==> src/hdl/lumi_pkg.sv <==
// ----------------------------------------------------------------------------
// lumi_pkg
// shared types, constants and helpers of the lu matrix inverse unit
// ----------------------------------------------------------------------------
package lumi_pkg;

    localparam int DEF_MAX_ORDER = 8;
    localparam int DEF_FRAC_BITS = 16;

    localparam int VAL_W = 32;
    localparam int ORDER_REG_W = 4;
    localparam int THRESH_W = 31;
    localparam int CFG_DATA_W = 31;
    localparam int CFG_INDEX_W = 1;

    localparam logic [CFG_INDEX_W-1:0] REG_ORDER = 1'b0;
    localparam logic [CFG_INDEX_W-1:0] REG_THRESH = 1'b1;

    localparam logic [ORDER_REG_W-1:0] ORDER_RESET = 4'd2;
    localparam logic [THRESH_W-1:0] THRESH_RESET = 31'd1;

    localparam logic signed [VAL_W-1:0] VAL_MAX = 32'sh7fff_ffff;
    localparam logic signed [VAL_W-1:0] VAL_MIN = 32'sh8000_0000;

    // one loaded element on its way from the front to the back
    typedef struct packed {
        logic signed [VAL_W-1:0] value;
        logic                    last;
    } t_load_item;

    // request to the divider
    typedef struct packed {
        logic                    start;
        logic signed [VAL_W-1:0] num;
        logic signed [VAL_W-1:0] den;
    } t_div_req;

    function automatic logic signed [VAL_W-1:0] sat32(input logic signed [63:0] v);
        logic signed [VAL_W-1:0] r;
        if (v > 64'sh0000_0000_7fff_ffff) begin
            r = VAL_MAX;
        end else if (v < -64'sh0000_0000_8000_0000) begin
            r = VAL_MIN;
        end else begin
            r = v[VAL_W-1:0];
        end
        return r;
    endfunction

endpackage

==> src/hdl/lumi_queue.sv <==
// ----------------------------------------------------------------------------
// lumi_queue
// two-entry queue between front and back
// ----------------------------------------------------------------------------
module lumi_queue (
    input  logic                 i_clk,
    input  logic                 i_rst_n,
    input  logic                 i_push,
    input  lumi_pkg::t_load_item i_item,
    output logic                 o_full,
    input  logic                 i_pop,
    output logic                 o_valid,
    output lumi_pkg::t_load_item o_item
);
    import lumi_pkg::*;

    t_load_item r_mem [2];
    logic       r_wp;
    logic       r_rp;
    logic [1:0] r_count;

    assign o_full = r_count[1];
    assign o_valid = (r_count != 2'd0);
    assign o_item = r_mem[r_rp];

    always_ff @(posedge i_clk) begin
        if (i_push) begin
            r_mem[r_wp] <= i_item;
        end
    end

    always_ff @(posedge i_clk) begin
        if (!i_rst_n) begin
            r_wp <= 1'b0;
            r_rp <= 1'b0;
            r_count <= 2'd0;
        end else begin
            if (i_push) begin
                r_wp <= !r_wp;
            end
            if (i_pop) begin
                r_rp <= !r_rp;
            end
            r_count <= r_count + {1'b0, i_push} - {1'b0, i_pop};
        end
    end

endmodule

==> config.mk <==
export PLATFORM = sky130hd
export DESIGN_NAME = lumi_queue
export DESIGN_NICKNAME = d
export VERILOG_FILES = /design/src/hdl/lumi_pkg.sv /design/src/hdl/lumi_queue.sv
export SDC_FILE = /design/constraint.sdc
export NUM_CORES = 1
export LEC_CHECK = 0
export BUFFER_PORTS_ARGS = -buffer_cell sky130_fd_sc_hd__buf_4
export CAP_MARGIN = 10
export CORE_MARGIN = 2
export CORE_UTILIZATION = 56
export CTS_CLUSTER_SIZE = 14
export DETAILED_ROUTE_END_ITERATION = 12
export PLACE_DENSITY = 0.84
export SYNTH_ARGS = -nofsm -noshare
export SYNTH_HDL_FRONTEND = slang
export SYNTH_SLANG_ARGS = --single-unit
export TNS_END_PERCENT = 50
==> constraint.sdc <==
create_clock -name i_clk -period 3.6 [get_ports i_clk]
set_input_delay 0.72 -clock i_clk [delete_from_list [all_inputs] [get_ports i_clk]]
set_output_delay 0.72 -clock i_clk [all_outputs]
set_load 0.01 [all_outputs]
======== Word-level counts from Yosys, hierarchy flattened ========
Memory sizes are Yosys's and may differ from the RTL's. A register that Yosys moved wholly into a read port is not among the register bits.
Cells that the tools add are included.
word-level totals
  register bits after elaboration ......... 4
  RAM bits ................................ 66
  output and inout port bits .............. 35
  logic and storage cells ................. 13
  memories ................................ 1
memory list
  name   depth  bits a word  read ports  clocked after Yosys merged registers in  wr ports  line              source
  r_mem  2      33           1           1                                        1         lumi_queue.sv:17  t_load_item r_mem [2];
cells by class
  $add $sub $neg .......................... 2
  muxes and demuxes ....................... 4
  reductions and logical operators ........ 3
operators by type and width
  kind                                         count
  1-bit two-way mux                            4
  2-bit by 1-bit adder with 2-bit output       1
  1-bit logical NOT                            2
  2-bit nonzero test                           1
  2-bit by 1-bit subtractor with 2-bit output  1

======== Depth between registers and ports, before layout ========
  depth after elaboration ................. 3
  mapped depth ............................ 6
  depth with buffers taken out ............ 6

======== Worst setup path before layout ========
Ideal clock, no wire load.
  path kind ............................... input -> register
  start point ............................. input i_push
  end point ............................... memory r_mem[0][0] (netlist bit), enable pin
  setup time .............................. 428 ps
  arrival ................................. 2241 ps
  data required time ...................... 3172 ps
  path slack .............................. 930 ps
  stages .................................. 1
  path buffers ............................ 0
  cell sequence ........................... nor2b_1
between the ends
  cells in the longest elaborated chain, start to end .. 2
ends and longest elaborated chain
  what                                     line              source
  start: declaration                       lumi_queue.sv:8   input logic i_push,
  1-bit two-way mux                        lumi_queue.sv:27  if (i_push) begin
  1-bit two-way mux (implied by the code)  lumi_queue.sv:28  r_mem[r_wp] <= i_item;
  end: declaration                         lumi_queue.sv:17
Every way passes these cells.

==> Implementation_results.wiki <==
{| class="wikitable"
! Metric !! Value
|-
| Top-count cell post-synth || sky130_fd_sc_hd__edfxtp_1
|-
| # clock sinks || 71
|-
| Area fraction in compound gates after synthesis || 0.2721%
|-
| Layout cell share with drive strength beyond 1 || between 50 and 60%
|-
| WHS Endpoint || r_mem[0][22]
|-
| Overall fraction of global-route tracks in use || 17.70%
|-
| Achievable Freq || 371.4 MHz
|-
| Worst min-delay path startpoint || i_item[22]
|-
| Core Region || 0.004723 mm2
|-
| Estimated wirelength of the detail-placed design || between 3 and 4 mm
|-
| Power spent charging and discharging nets || 0.3730 mW
|-
| Wire length reported by the detailed router || 4.430 mm
|-
| Count of buffers added by post-CTS timing repair for setup || 0
|-
| Req. time, crit path || between 2 and 3 ns
|-
| Initial antenna violation count || 0
|-
| Clk pin slew, worst setup/hold paths || ~0.070 ns
|-
| Dominant combinational cell family by area after synthesis || multiplexers
|-
| Number of distinct standard cells referenced by the synthesized netlist || 14
|-
| Die Area || 0.005504 mm2
|-
| Iter 0 DRT Violations || 96
|-
| EDFF count, synth || 66
|-
| Layout Area Growth over Synthesis || 27.07%
|-
| Global-route wire length before repair || 6.748 mm
|-
| Vertical die dimension || 74.19 um
|-
| Post-synth top area share || 71.84%
|-
| Setup TNS || 0 ns
|-
| Worst Path Arrival || roughly 2 ns
|-
| Endpoints failing setup || 0
|-
| Net Count, Synth || 162
|-
| H-tree lvl count || 3
|-
| Result of the run || finished, final reports clean
|-
| Library cell used as clock root buffer || sky130_fd_sc_hd__clkbuf_8
|-
| Register bit count reported by yosys || 71
|-
| Adder-cell share of the synthesized area || less than 1%
|-
| Avg Cell Area, Syn || 22.43 um2
|-
| Final period util || 74.79%
|-
| Worst-case register-to-register setup slack || 1.92 ns
|-
| Post-route setup slack || about 0.91 ns
|-
| Headroom to the max-slew limit || roughly 36%
|-
| Number of global-route vias before repair || roughly 1.5k
|-
| Post-synthesis xor/xnor area fraction || 1.134%
|-
| Largest net degree at the start of global routing || 35
|-
| CTS hold repair buffers || 0
|-
| Simple-gate share of the synthesized area || 1.814%
|-
| Async set-or-reset flop fraction in the synthesized netlist || 0%
|-
| Hold WC Path Type || input pin to register
|-
| Starting density of the core || between 50 and 60%
|-
| Slew at the pin with the worst max-slew slack || 0.9546 ns
|-
| Number of instances in the synthesized netlist || 123
|-
| Number of remaining DRC errors || 0
|-
| Part of the power in registers || 54.5%
|-
| Mapped Area || roughly 0.0028 mm2
|-
| Resized Gates After CTS || 0
|-
| RSZ-0062 raised after global routing || false
|-
| Worst-skew pair later-pin latency || 0.32 ns
|-
| Max cap viols || 0
|-
| Endpoint of the lowest-slack register-to-register path || r_mem[1][6]
|-
| Power share of the combinational group || 13.9%
|-
| DR vias || 1364
|-
| Setup CP Type || register to output pin
|-
| Fraction of the yosys area taken by sequential cells || 75.46%
|-
| Setup slack after placement || around 1.2 ns
|-
| Setup crit end kind || output pin
|-
| Reg2Reg Launch Point || r_wp
|-
| Most used DFF post-synth || sky130_fd_sc_hd__edfxtp_1
|-
| Total number of nets in the final design || approximately 240
|-
| Pwr/cell area || 514.8 mW/mm2
|-
| Max Root-Sink Buffers || 2
|-
| Cell accounting for the most synthesized area || sky130_fd_sc_hd__edfxtp_1
|-
| Reg2Reg Depth || 2
|-
| Number of diodes || 0
|-
| Top Ports || 72
|-
| Number of CTS-inserted buffers || 9
|-
| Clock network fraction of total power || 31.6%
|-
| Wire length per cell || approximately 16 um
|-
| Final count of pins violating max slew || 0
|-
| Total internal power || 1.432 mW
|-
| Dpl cell area || between 0.003 and 0.004 mm2
|-
| Number of detailed-route iterations in the first pass || 4
|-
| CTS tree || yes
|-
| Site Rows || 25
|-
| Final hold violations || 0
|-
| Worst-case clock skew || 0.007100 ns
|-
| Die Wd || 74.19 um
|-
| Antenna-violating nets left || 0
|-
| Final Cell Area || 0.003506 mm2
|-
| Yosys warning total || 0
|-
| Maximum fanout along the worst path || 26
|-
| Element type at the critical path start || register
|-
| Share of cell area taken by muxes after synthesis || 17.55%
|-
| Leakage power total || 1.408 nW
|-
| Total overflow reported by the global router || 0
|-
| Gpl congestion || approximately 0.7
|-
| Time the worst path needs with I/O delays and setup || 2.692 ns
|-
| Max rail drop VDD || 0.0003192 V
|-
| Post-DR vias/cell || 4.960
|-
| I/O Buffers || 71
|-
| Hold path depth || 1
|-
| Share of total power consumed by net switching || 20.67%
|-
| Cells taking the most area after synthesis || sky130_fd_sc_hd__edfxtp_1, sky130_fd_sc_hd__mux2_4, sky130_fd_sc_hd__dfxtp_1
|-
| Post-synth top cells || sky130_fd_sc_hd__edfxtp_1, sky130_fd_sc_hd__mux2_4, sky130_fd_sc_hd__dfxtp_1
|}
[metrics by stage]
stage / total power [mW] / util [%] / std cells / hold slack, ns
after floorplan: 1.144 / - / 123 / 0.5546
after global placement: 1.242 / 70.46 / 259 / 0.5636
after detailed placement: 1.256 / 70.46 / 259 / 0.5819
after CTS: 1.825 / 74.23 / 275 / 0.5576
after global routing: 1.883 / 74.23 / 275 / 0.5436
final: 1.805 / 74.23 / 275 / 0.5730
[per-layer routing]
metal	up-vias	wire, um	global-route usage [%]
li1	631	-	-
met2	46	2464	30.16
met1	672	1578	18.34
met4	0	186	13.33
met3	15	201	5.285
met5	-	0	0
[kinds of logic (layout without fill, tap and decap cells)]
logic type,after synthesis,after routing
and+or+nand+nor,8,8
muxes,33,33
DFF,71,71
AOI/OAI and AO/OA,1,1
adders and majority gates,2,2
xor gates and xnor gates,2,2
buffers and inverters,6,91
[power groups by stage]
stage	logic (mW)	registers (mW)	clock network (mW)
after floorplan	0.160	0.984	0
after global placement	0.245	0.997	0
after detailed placement	0.254	1.00	0
after CTS	0.254	0.984	0.586
after global routing	0.268	0.988	0.627
final	0.251	0.983	0.571
[layout by cell type (no fill, tap or decap)]
cell type / count
sky130_fd_sc_hd__or2_2: 1
sky130_fd_sc_hd__inv_1: 2
sky130_fd_sc_hd__dfxtp_1: 4
sky130_fd_sc_hd__mux2_4: 30
sky130_fd_sc_hd__and2_1: 4
sky130_fd_sc_hd__buf_4: 73
sky130_fd_sc_hd__clkinv_2: 1
sky130_fd_sc_hd__mux2_2: 3
sky130_fd_sc_hd__ha_1: 2
sky130_fd_sc_hd__o21a_1: 1
sky130_fd_sc_hd__edfxtp_1: 66
sky130_fd_sc_hd__nor2b_4: 1
sky130_fd_sc_hd__bufinv_16: 1
sky130_fd_sc_hd__nor2b_1: 2
sky130_fd_sc_hd__clkbuf_1: 5
sky130_fd_sc_hd__xnor3_1: 1
sky130_fd_sc_hd__xor2_1: 1
sky130_fd_sc_hd__dfxtp_2: 1
sky130_fd_sc_hd__clkbuf_8: 9
[flip-flops by register name, summed over array words and instances (netlist names), named ones only]
signal / cells
r_count: 2
r_rp: 1
r_wp: 1
r_mem: 66
[how the worst max path moves through the flow]
| stage | from | end | slack, ns | cells past startpoint |
|---|---|---|---|---|
| final | register | o_item[26] | 0.91 | 3 |
| after global routing | register | o_item[26] | 0.79 | 3 |
| after global placement | register | o_item[26] | 1.26 | 3 |
| after CTS | register | o_item[26] | 0.86 | 3 |
| after floorplan | i_push | r_mem[0][0] | 0.93 | 1 |
| after detailed placement | register | o_item[26] | 1.21 | 3 |
[final cells by class]
| class | instances | area (um2) |
|---|---|---|
| Sequential cell | 71 | 2083 |
| Multi-Input combinational cell | 46 | 605.6 |
| Inverter | 2 | 7.507 |
| Timing Repair Buffer | 73 | 548.0 |
| Clock inverter | 2 | 35.03 |
| Clock buffer | 14 | 142.6 |
| Fill cell | 272 | 1217 |
| Tap cell | 67 | 83.83 |
[worst max-delay path: stages, from the launching register on]
cell and delay (ns):
sky130_fd_sc_hd__dfxtp_2 0.85, sky130_fd_sc_hd__buf_4 0.33, sky130_fd_sc_hd__mux2_4 0.32, sky130_fd_sc_hd__buf_4 0.14
(Power assumes the default switching activity.)
