`config.mk`:
```
export PLATFORM = sky130hd
export DESIGN_NAME = lumi_front
export DESIGN_NICKNAME = d
export VERILOG_FILES = /design/src/hdl/lumi_pkg.sv /design/src/hdl/lumi_front.sv
export SDC_FILE = /design/constraint.sdc
export NUM_CORES = 1
export LEC_CHECK = 0
export BUFFER_PORTS_ARGS = -buffer_cell sky130_fd_sc_hd__buf_2
export CAP_MARGIN = 10
export CORE_ASPECT_RATIO = 1.4
export CORE_UTILIZATION = 43
export CTS_CLUSTER_DIAMETER = 80
export DETAILED_ROUTE_END_ITERATION = 8
export GPL_ROUTABILITY_DRIVEN = 0
export PLACE_DENSITY = 0.86
export SLEW_MARGIN = 25
export SYNTH_ARGS = -nofsm -noshare
export SYNTH_HDL_FRONTEND = slang
export SYNTH_SLANG_ARGS = --single-unit
```
`constraint.sdc`:
```
create_clock -name i_clk -period 4.8 [get_ports i_clk]
set_clock_uncertainty 0.2 [all_clocks]
set_input_delay 0.24 -clock i_clk [delete_from_list [all_inputs] [get_ports i_clk]]
set_output_delay 0.24 -clock i_clk [all_outputs]
set_load 0.05 [all_outputs]
```
`src/hdl/lumi_pkg.sv`:
```
// ----------------------------------------------------------------------------
// lumi_pkg
// shared types, constants and helpers of the lu matrix inverse unit
// ----------------------------------------------------------------------------
package lumi_pkg;

    localparam int DEF_MAX_ORDER = 8;
    localparam int DEF_FRAC_BITS = 16;

    localparam int VAL_W = 32;
    localparam int ORDER_REG_W = 4;
    localparam int THRESH_W = 31;
    localparam int CFG_DATA_W = 31;
    localparam int CFG_INDEX_W = 1;

    localparam logic [CFG_INDEX_W-1:0] REG_ORDER = 1'b0;
    localparam logic [CFG_INDEX_W-1:0] REG_THRESH = 1'b1;

    localparam logic [ORDER_REG_W-1:0] ORDER_RESET = 4'd2;
    localparam logic [THRESH_W-1:0] THRESH_RESET = 31'd1;

    localparam logic signed [VAL_W-1:0] VAL_MAX = 32'sh7fff_ffff;
    localparam logic signed [VAL_W-1:0] VAL_MIN = 32'sh8000_0000;

    // one loaded element on its way from the front to the back
    typedef struct packed {
        logic signed [VAL_W-1:0] value;
        logic                    last;
    } t_load_item;

    // request to the divider
    typedef struct packed {
        logic                    start;
        logic signed [VAL_W-1:0] num;
        logic signed [VAL_W-1:0] den;
    } t_div_req;

    function automatic logic signed [VAL_W-1:0] sat32(input logic signed [63:0] v);
        logic signed [VAL_W-1:0] r;
        if (v > 64'sh0000_0000_7fff_ffff) begin
            r = VAL_MAX;
        end else if (v < -64'sh0000_0000_8000_0000) begin
            r = VAL_MIN;
        end else begin
            r = v[VAL_W-1:0];
        end
        return r;
    endfunction

endpackage

```
`src/hdl/lumi_front.sv`:
```
// ----------------------------------------------------------------------------
// lumi_front
// accepts matrix elements, counts them and marks the last one of a matrix
// ----------------------------------------------------------------------------
module lumi_front #(
    parameter int MAX_ORDER = lumi_pkg::DEF_MAX_ORDER
) (
    input  logic                          i_clk,
    input  logic                          i_rst_n,
    input  logic [$clog2(MAX_ORDER+1)-1:0] i_order,
    input  logic                          i_cfg_clr,
    input  logic                          s_axis_tvalid,
    output logic                          s_axis_tready,
    input  logic [31:0]                   s_axis_tdata,
    input  logic                          i_q_full,
    output logic                          o_q_push,
    output lumi_pkg::t_load_item          o_q_item
);
    import lumi_pkg::*;

    localparam int CW = $clog2(MAX_ORDER * MAX_ORDER + 1);

    logic [CW-1:0] r_cnt;
    logic [CW-1:0] total;
    logic          is_last;

    assign total = CW'(i_order * i_order);
    assign is_last = (CW'(r_cnt + 1'b1) == total);
    assign s_axis_tready = !i_q_full;
    assign o_q_push = s_axis_tvalid && !i_q_full;
    assign o_q_item.value = s_axis_tdata;
    assign o_q_item.last = is_last;

    always_ff @(posedge i_clk) begin
        if (!i_rst_n || i_cfg_clr) begin
            r_cnt <= '0;
        end else if (o_q_push) begin
            r_cnt <= is_last ? '0 : CW'(r_cnt + 1'b1);
        end
    end

endmodule

```
# Word-level counts from Yosys, hierarchy flattened

Cells that the tools add are included.

Output and inout port bits: 35
Register bits after elaboration: 7

Reductions and logical operators: 4
Add/sub/neg operators: 1
Eq/ne operators: 1
Multiplexer cells: 1
Multiply operators: 1

Operators by type and width:

| operator                                     | count |
|---|---|
| adder 7 x 1 -> 7 bit (second input constant) | 1 |
| == test 7 bit                                | 1 |
| multiplier 4 x 4 -> 7 bit                    | 1 |
| 2-to-1 mux 7 bit                             | 1 |
| zero test 1 bit                              | 2 |
| logical AND 1 bit                            | 1 |
| logical OR 1 bit                             | 1 |

# Depth between registers and ports, before layout

Gate-level depths: netlist of the first run.

Word-level depth: 3
Gate-level depth with buffers: 10
Depth with buffers taken out: 10

# Worst setup path after synthesis of the first run

OpenSTA, ideal clock, no wires.

Path type: input port to output port
Start: input port i_order[1]
End: output port o_q_item[0] in the netlist's numbering
Buffers on the path: 1
Data required time: 4.360 ns
Arrival time: 2.110 ns
Stages: 10
Setup slack: 2.250 ns
Cell sequence: and2b_2 and2_1 inv_1 fa_1 xnor3_1 xnor2_1 nor3_2 nand3_2 nor2_1 buf_4

Cells in the longest elaborated chain, start to end: 2

Ends and longest elaborated chain:

| item                      | RTL line         | RTL |
|---|---|---|
| start: declaration        | lumi_front.sv:10 | `input logic [$clog2(MAX_ORDER+1)-1:0] i_order,` |
| multiplier 4 x 4 -> 7 bit | lumi_front.sv:27 | `assign total = CW'(i_order * i_order);` |
| == test 7 bit             | lumi_front.sv:28 | `assign is_last = (CW'(r_cnt + 1'b1) == total);` |
| end: declaration          | lumi_front.sv:17 | `output lumi_pkg::t_load_item o_q_item` |

No other way between the ends.

==> impl_metrics.tcl, run 1 <==
set metrics [dict create \
    ctsHoldBuffers 0 \
    grt_pass1_wl_mm 2.55 \
    die_width_um 42.4 \
    cts_buffer_depth 2 \
    initial_core_util 0.456 \
    worstSetupPathType "in -> out" \
    tritoncts "yes" \
    grt-ovfl-total 0 \
    yosysTopAreaCell "buf_4" \
    yosys-top-cells-area "buf_4 26%, dfxtp_1 14%, xnor3_1 6.9%" \
    htree_levels 1 \
    layout.nets 147 \
    syn_nets 166 \
    rsz0062_at_grt "false" \
    yosysWarnings 0 \
    core_area_sq_mm 0.00215 \
    track_usage 0.128 \
    largest_register_ffs 7 \
    path_buf_inv 3 \
    setup_tns_ns 0 \
    synth.cell_area_sq_um 981 \
    setup_viol 0 \
    finalHoldViolations 0 \
    cp-start-kind "primary input" \
    synth_cell_type_count 35 \
    worst_path_max_delay_cell "fa_1" \
    timing.hold.ws_ns 0.223 \
    hold_depth 3 \
    cts-root-buf "clkbuf_4" \
    status "completed" \
    drcViolationCount 0 \
    vdd_drop_max_uv 98.5 \
    synth_area_per_cell_sq_um 8.17 \
    reg2regPathDepth 7 \
    slew-limit-headroom 0.739 \
    seq_area_frac_synth 0.143 \
    antenna_cells 0 \
    via_count 679 \
    p_leak_nw 0.351 \
    first_iter_violations 15 \
    path_clk_slew_ns 0.05 \
    hp-class "in -> reg" \
    clock_latency_ns 0.24 \
    ant_nets 0 \
    wl_per_cell_um 12.4 \
    reg2reg_slack_ns 2.66 \
    dp_hpwl_mm 1.29 \
    critPathMostFrequentCell "buf_2" \
    post-place-ws_ns 1.87 \
    drt-total-wl_mm 1.51 \
    numCtsBuffers 3 \
    die_area_sq_mm 0.00248 \
    cts_setup_buffers 0 \
    path_max_fanout 8 \
    worstSetupPathDepth 11 \
    synth_top_area_frac 0.260 \
    yosys.cell_count.top_type "buf_4" \
    min_period_ns 2.89 \
    path_cells "buf_2, and2b_2, and2_1, inv_1, fa_1, xnor3_1, xnor2_1, nor3_2, nand3_2, nor2_1, buf_2" \
    maxCapViolCount 0 \
    top_register "r_cnt" \
    synth_common_cells "34 x buf_4, 11 x nand2_1, 7 x dfxtp_1, 6 x a21oi_1, 6 x xnor2_1" \
    io_buffers 11 \
    cpLargestDelayFamily "simple AND/OR/NAND/NOR gates" \
    reg_top3 "r_cnt: 7 flops" \
    cp.required_ns 4.36 \
    timing.final.ws_setup_ns 1.91 \
    slew_violations 0 \
    drive_above_1_share 0.240 \
    row_count 20 \
    cp.arrival_ns 2.45 \
    netlist_instances 120 \
    async_flop_share 0 \
    antenna_found_initial 0 \
    viasPerCell 5.57 \
    worst_path_largest_cell_delay_ns 0.43 \
    grt_start_max_net_pins 14 \
    endpoint_kind "output port" \
    ctsResizeCount 0 \
    timing.fmax_mhz 346 \
    grt_pass1_vias 632 \
    post-route-period-util 0.601 \
    ys_seq_elements 7 \
    worst_pin_slew_ns 0.390 \
    synth_edf_count 0 \
    cts_sinks 7 \
    io_pins 76 \
    drt_first_pass_iters 4 \
    p_per_area_mw_per_mm2 185 \
    area_growth_pct -16.1 \
    synth_flop_cell "dfxtp_1" \
    die_y_um 58.5 \
]
[cell usage in the layout, fill, tap and decap left out, types with 2 or more instances in the layout]
cell type,count
o211ai_1,2
and2_1,4
ha_1,4
nand3_1,3
nor2_1,2
a21oi_1,6
xnor3_1,3
buf_2,11
nand3_2,2
nand2_1,11
o22ai_1,4
and2_2,2
nor2b_1,3
inv_1,5
xnor2_1,6
nor3_1,3
clkbuf_4,3
dfxtp_1,7
nand2b_1,2
[per-stage QoR]
step / util / std cells / power (W) / area [sq um]
2_1_floorplan: - / 120 / 0.000167 / 981
3_3_place_gp: 0.370 / 118 / 0.000103 / 797
3_5_place_dp: 0.370 / 118 / 0.000105 / 797
4_1_cts: 0.383 / 122 / 0.000155 / 823
5_1_grt: 0.383 / 122 / 0.000161 / 823
6_report: 0.383 / 122 / 0.000153 / 823
[per-layer routing]
metal,vias to the layer above,GRT usage,part of all wire
li1,334,-,-
met1,303,0.120,0.37
met2,26,0.246,0.51
met3,16,0.0245,0.081
met4,0,0.0848,0.036
met5,-,0,0
[where the power goes]
group	switching [W]	internal (W)
logic	0.0000252	0.0000187
registers	0.000000390	0.0000586
clock network	0.0000182	0.0000315
total	0.0000438	0.000109
[final cells by class]
class                      count  area, sq um
timing repair buffer          11         55.1
inverter                       5         18.8
clock buffer                   4         26.3
multi-input combinational     73          556
tap                           22         27.5
fill                         226         1330
sequential                     7          140
[worst paths after layout]
| path | from | to |
|---|---|---|
| worst max-delay path | i_order[1] | o_q_item[0] |
| worst min register to register | r_cnt[6] | r_cnt[6] |
| worst min-delay path | i_rst_n | r_cnt[2] |
| worst max register to register | r_cnt[0] | r_cnt[5] |
[cell families (layout without fill, tap and decap cells)]
logic type / count (synthesis) / after routing / share of synthesized area
buffers and inverters: 40 / 20 / 0.291
AND/OR/NAND/NOR: 39 / 39 / 0.228
AO/OA/AOI/OAI: 18 / 18 / 0.119
XOR/XNOR: 11 / 11 / 0.148
flip-flops: 7 / 7 / 0.143
adder cells (fa/ha/maj): 5 / 5 / 0.0714
[worst min-delay path, cell delays in order]
cell	delay, ns
buf_2	0.10
nand2b_1	0.21
a21oi_1	0.06
No activity file was read; power rests on OpenSTA's default activity.
==> inputs of run 2 (changes only) <==
--- a/config.mk
+++ b/config.mk
@@ -5,14 +5,15 @@
 export SDC_FILE = /design/constraint.sdc
 export NUM_CORES = 1
 export LEC_CHECK = 0
+export ABC_AREA = 1
 export BUFFER_PORTS_ARGS = -buffer_cell sky130_fd_sc_hd__buf_2
 export CAP_MARGIN = 10
 export CORE_ASPECT_RATIO = 1.4
-export CORE_UTILIZATION = 43
+export CORE_UTILIZATION = 37
 export CTS_CLUSTER_DIAMETER = 80
 export DETAILED_ROUTE_END_ITERATION = 8
 export GPL_ROUTABILITY_DRIVEN = 0
-export PLACE_DENSITY = 0.86
+export PLACE_DENSITY = 0.77
 export SLEW_MARGIN = 25
 export SYNTH_ARGS = -nofsm -noshare
 export SYNTH_HDL_FRONTEND = slang
==> constraint.sdc (replaced) <==
create_clock -name i_clk -period 2.6 [get_ports i_clk]
set_clock_uncertainty 0.2 [all_clocks]
set_input_delay 0.13 -clock i_clk [delete_from_list [all_inputs] [get_ports i_clk]]
set_output_delay 0.13 -clock i_clk [all_outputs]
set_load 0.05 [all_outputs]
==> run 2 against run 1 <==
Global-route usage fell by 0.67 points. Cell count increased by 65%. Critical path depth is 4 higher. Worst hold slack worse by 0.16 ns. Largest cell class unchanged. Highest routed layer unchanged.
==> impl_metrics.tcl, run 2 <==
set metrics [dict create \
    synth_top_area_frac 0.235 \
    initial_core_util 0.395 \
    rsz0062_at_grt "false" \
    yosys-top-cells-area "buf_4 24%, nand2_1 23%, dfxtp_1 13%" \
    netlist_instances 184 \
    grt_pass1_vias 740 \
    core_area_sq_mm 0.00267 \
    vdd_drop_max_uv 214 \
    switching_share 0.322 \
    path_max_fanout 7 \
    layout.nets 212 \
    top_register "r_cnt" \
    yosys.cell_count.top_type "nand2_1" \
    yosysTopAreaCell "buf_4" \
    largest_register_ffs 7 \
    place_area_sq_um 902 \
    final_cell_mix "64 x nand2_1, 23 x inv_1, 14 x nor2_1" \
    post-route-period-util 0.894 \
    path_buf_inv 6 \
    worst_path_largest_cell_delay_ns 0.44 \
    setup_viol 0 \
    timing.fmax_mhz 430 \
    grt_start_max_net_pins 14 \
    yosysWarnings 0 \
    cts_sinks 7 \
    clock_latency_ns 0.24 \
    cts-root-buf "clkbuf_4" \
    intPower_w 0.000195 \
    status "completed" \
    p_per_area_mw_per_mm2 310 \
    async_flop_share 0 \
    syn_nets 230 \
    synth.cell_area_sq_mm 0.00105 \
    ys_seq_elements 7 \
    grt-ovfl-total 0 \
    slew_violations 0 \
    dp_hpwl_mm 1.34 \
    p_leak_nw 0.539 \
    ctsResizeCount 0 \
    viasPerCell 4.23 \
    drive_above_1_share 0.158 \
    cp.required_ns 2.27 \
    first_iter_violations 19 \
    row_count 22 \
    tritoncts "yes" \
    wl_per_cell_um 8.06 \
    critPathMostFrequentCell "nand2_1" \
    antenna_cells 0 \
    drt_first_pass_iters 4 \
    clkPwrFrac 0.333 \
    synth_cell_type_count 19 \
    seq_area_frac_synth 0.133 \
    reg_top3 "r_cnt: 7 flops" \
    endpoint_kind "output port" \
    worst_path_max_delay_cell "fa_1" \
    synth_flop_cell "dfxtp_1" \
    cp-start-kind "primary input" \
    final_cells 201 \
    worstSetupPathType "in -> out" \
    grt_pass1_wl_mm 2.88 \
    p_sw_w 0.0000924 \
    min_period_ns 2.32 \
    cpLargestDelayFamily "simple AND/OR/NAND/NOR gates" \
    via_count 851 \
    antenna_found_initial 0 \
    io_buffers 11 \
    maxCapViolCount 0 \
    area_growth_pct -11.9 \
    p_seq_frac 0.383 \
    drcViolationCount 0 \
    worst_pin_slew_ns 0.391 \
    io_pins 76 \
    cts_setup_buffers 0 \
    cp.arrival_ns 1.99 \
    path_cells "buf_2, nand2_1, nor2_1, inv_1, fa_1, inv_1, nand2_1, nand2_1, inv_1, nand2_1, nand3_1, nor2_2, nand3_4, inv_2, buf_2" \
    track_usage 0.121 \
    hp-class "in -> out" \
    design_area_sq_um 928 \
    ctsHoldBuffers 0 \
    htree_levels 1 \
    mostFrequentLayoutCell "nand2_1" \
    setup_tns_ns 0 \
    die_width_um 47.1 \
    cts_buffer_depth 2 \
    power.share.combinational 0.284 \
    synth_area_per_cell_sq_um 5.73 \
    finalHoldViolations 0 \
    power_w 0.000287 \
    ant_nets 0 \
    die_area_sq_mm 0.00307 \
    numCtsBuffers 3 \
    dp_cells 197 \
    die_y_um 65.1 \
    post-place-ws_ns 0.249 \
    synth_edf_count 0 \
    drt-total-wl_mm 1.62 \
    slew-limit-headroom 0.739 \
    timing.final.ws_setup_ns 0.275 \
    synth_common_cells "64 x nand2_1, 33 x buf_4, 23 x inv_1, 14 x nor2_1, 12 x nand3_1" \
]
-- run 2: cell type report --
class / count / area [sq um]
Timing Repair Buffer: 11 / 55.1
Sequential cell: 7 / 140
Inverter: 29 / 109
Clock buffer: 4 / 26.3
Multi-Input combinational cell: 114 / 553
Tap cell: 36 / 45.0
Fill cell: 306 / 1740
-- run 2: worst paths after layout --
| path | start | slack [ns] | cells past startpoint | end |
|---|---|---|---|---|
| setup reg to reg | r_cnt[0] | 0.75 | 10 | r_cnt[6] |
| setup / recovery | i_order[0] | 0.28 | 15 | o_q_item[0] |
| hold reg to reg | r_cnt[6] | 0.32 | 2 | r_cnt[6] |
| hold / removal | s_axis_tdata[9] | 0.06 | 0 | o_q_item[10] |
-- run 2: power groups by stage --
stage	Clock (W)	Combinational (W)	Sequential, W
after global routing	0.000111	0.0000960	0.000110
after CTS	0.000102	0.0000829	0.000110
after global placement	0	0.0000822	0.000112
final	0.0000957	0.0000816	0.000110
after detailed placement	0	0.0000827	0.000112
after floorplan	0	0.000198	0.000112
-- run 2: through the flow --
stage          hold WS, ns   util
2_1_floorplan        0.171      -
3_3_place_gp        0.0603  0.338
3_5_place_dp        0.0603  0.338
4_1_cts             0.0603  0.348
5_1_grt             0.0601  0.348
6_report            0.0600  0.348
-- run 2: per-layer routing --
metal / track usage / share of wire
met5: 0 / 0
met1: 0.154 / 0.47
met2: 0.193 / 0.45
met4: 0.0750 / 0.0037
met3: 0.00549 / 0.071
-- run 2: worst reg2reg max path, delay by kind of cell (launching register included) --
kind	cells	cell delay, ns
and+or+nand+nor	8	0.78
DFF	1	0.45
AOI/OAI and AO/OA	1	0.05
adders and majority gates	1	0.25
-- run 2: kinds of logic (layout without fill, tap and decap cells) --
group / after synthesis / after routing / share of synthesized area
buf+inv: 63 / 44 / 0.342
flops: 7 / 7 / 0.133
simple gates: 99 / 99 / 0.409
fa+ha+maj: 5 / 5 / 0.0665
compound gates: 10 / 10 / 0.0499
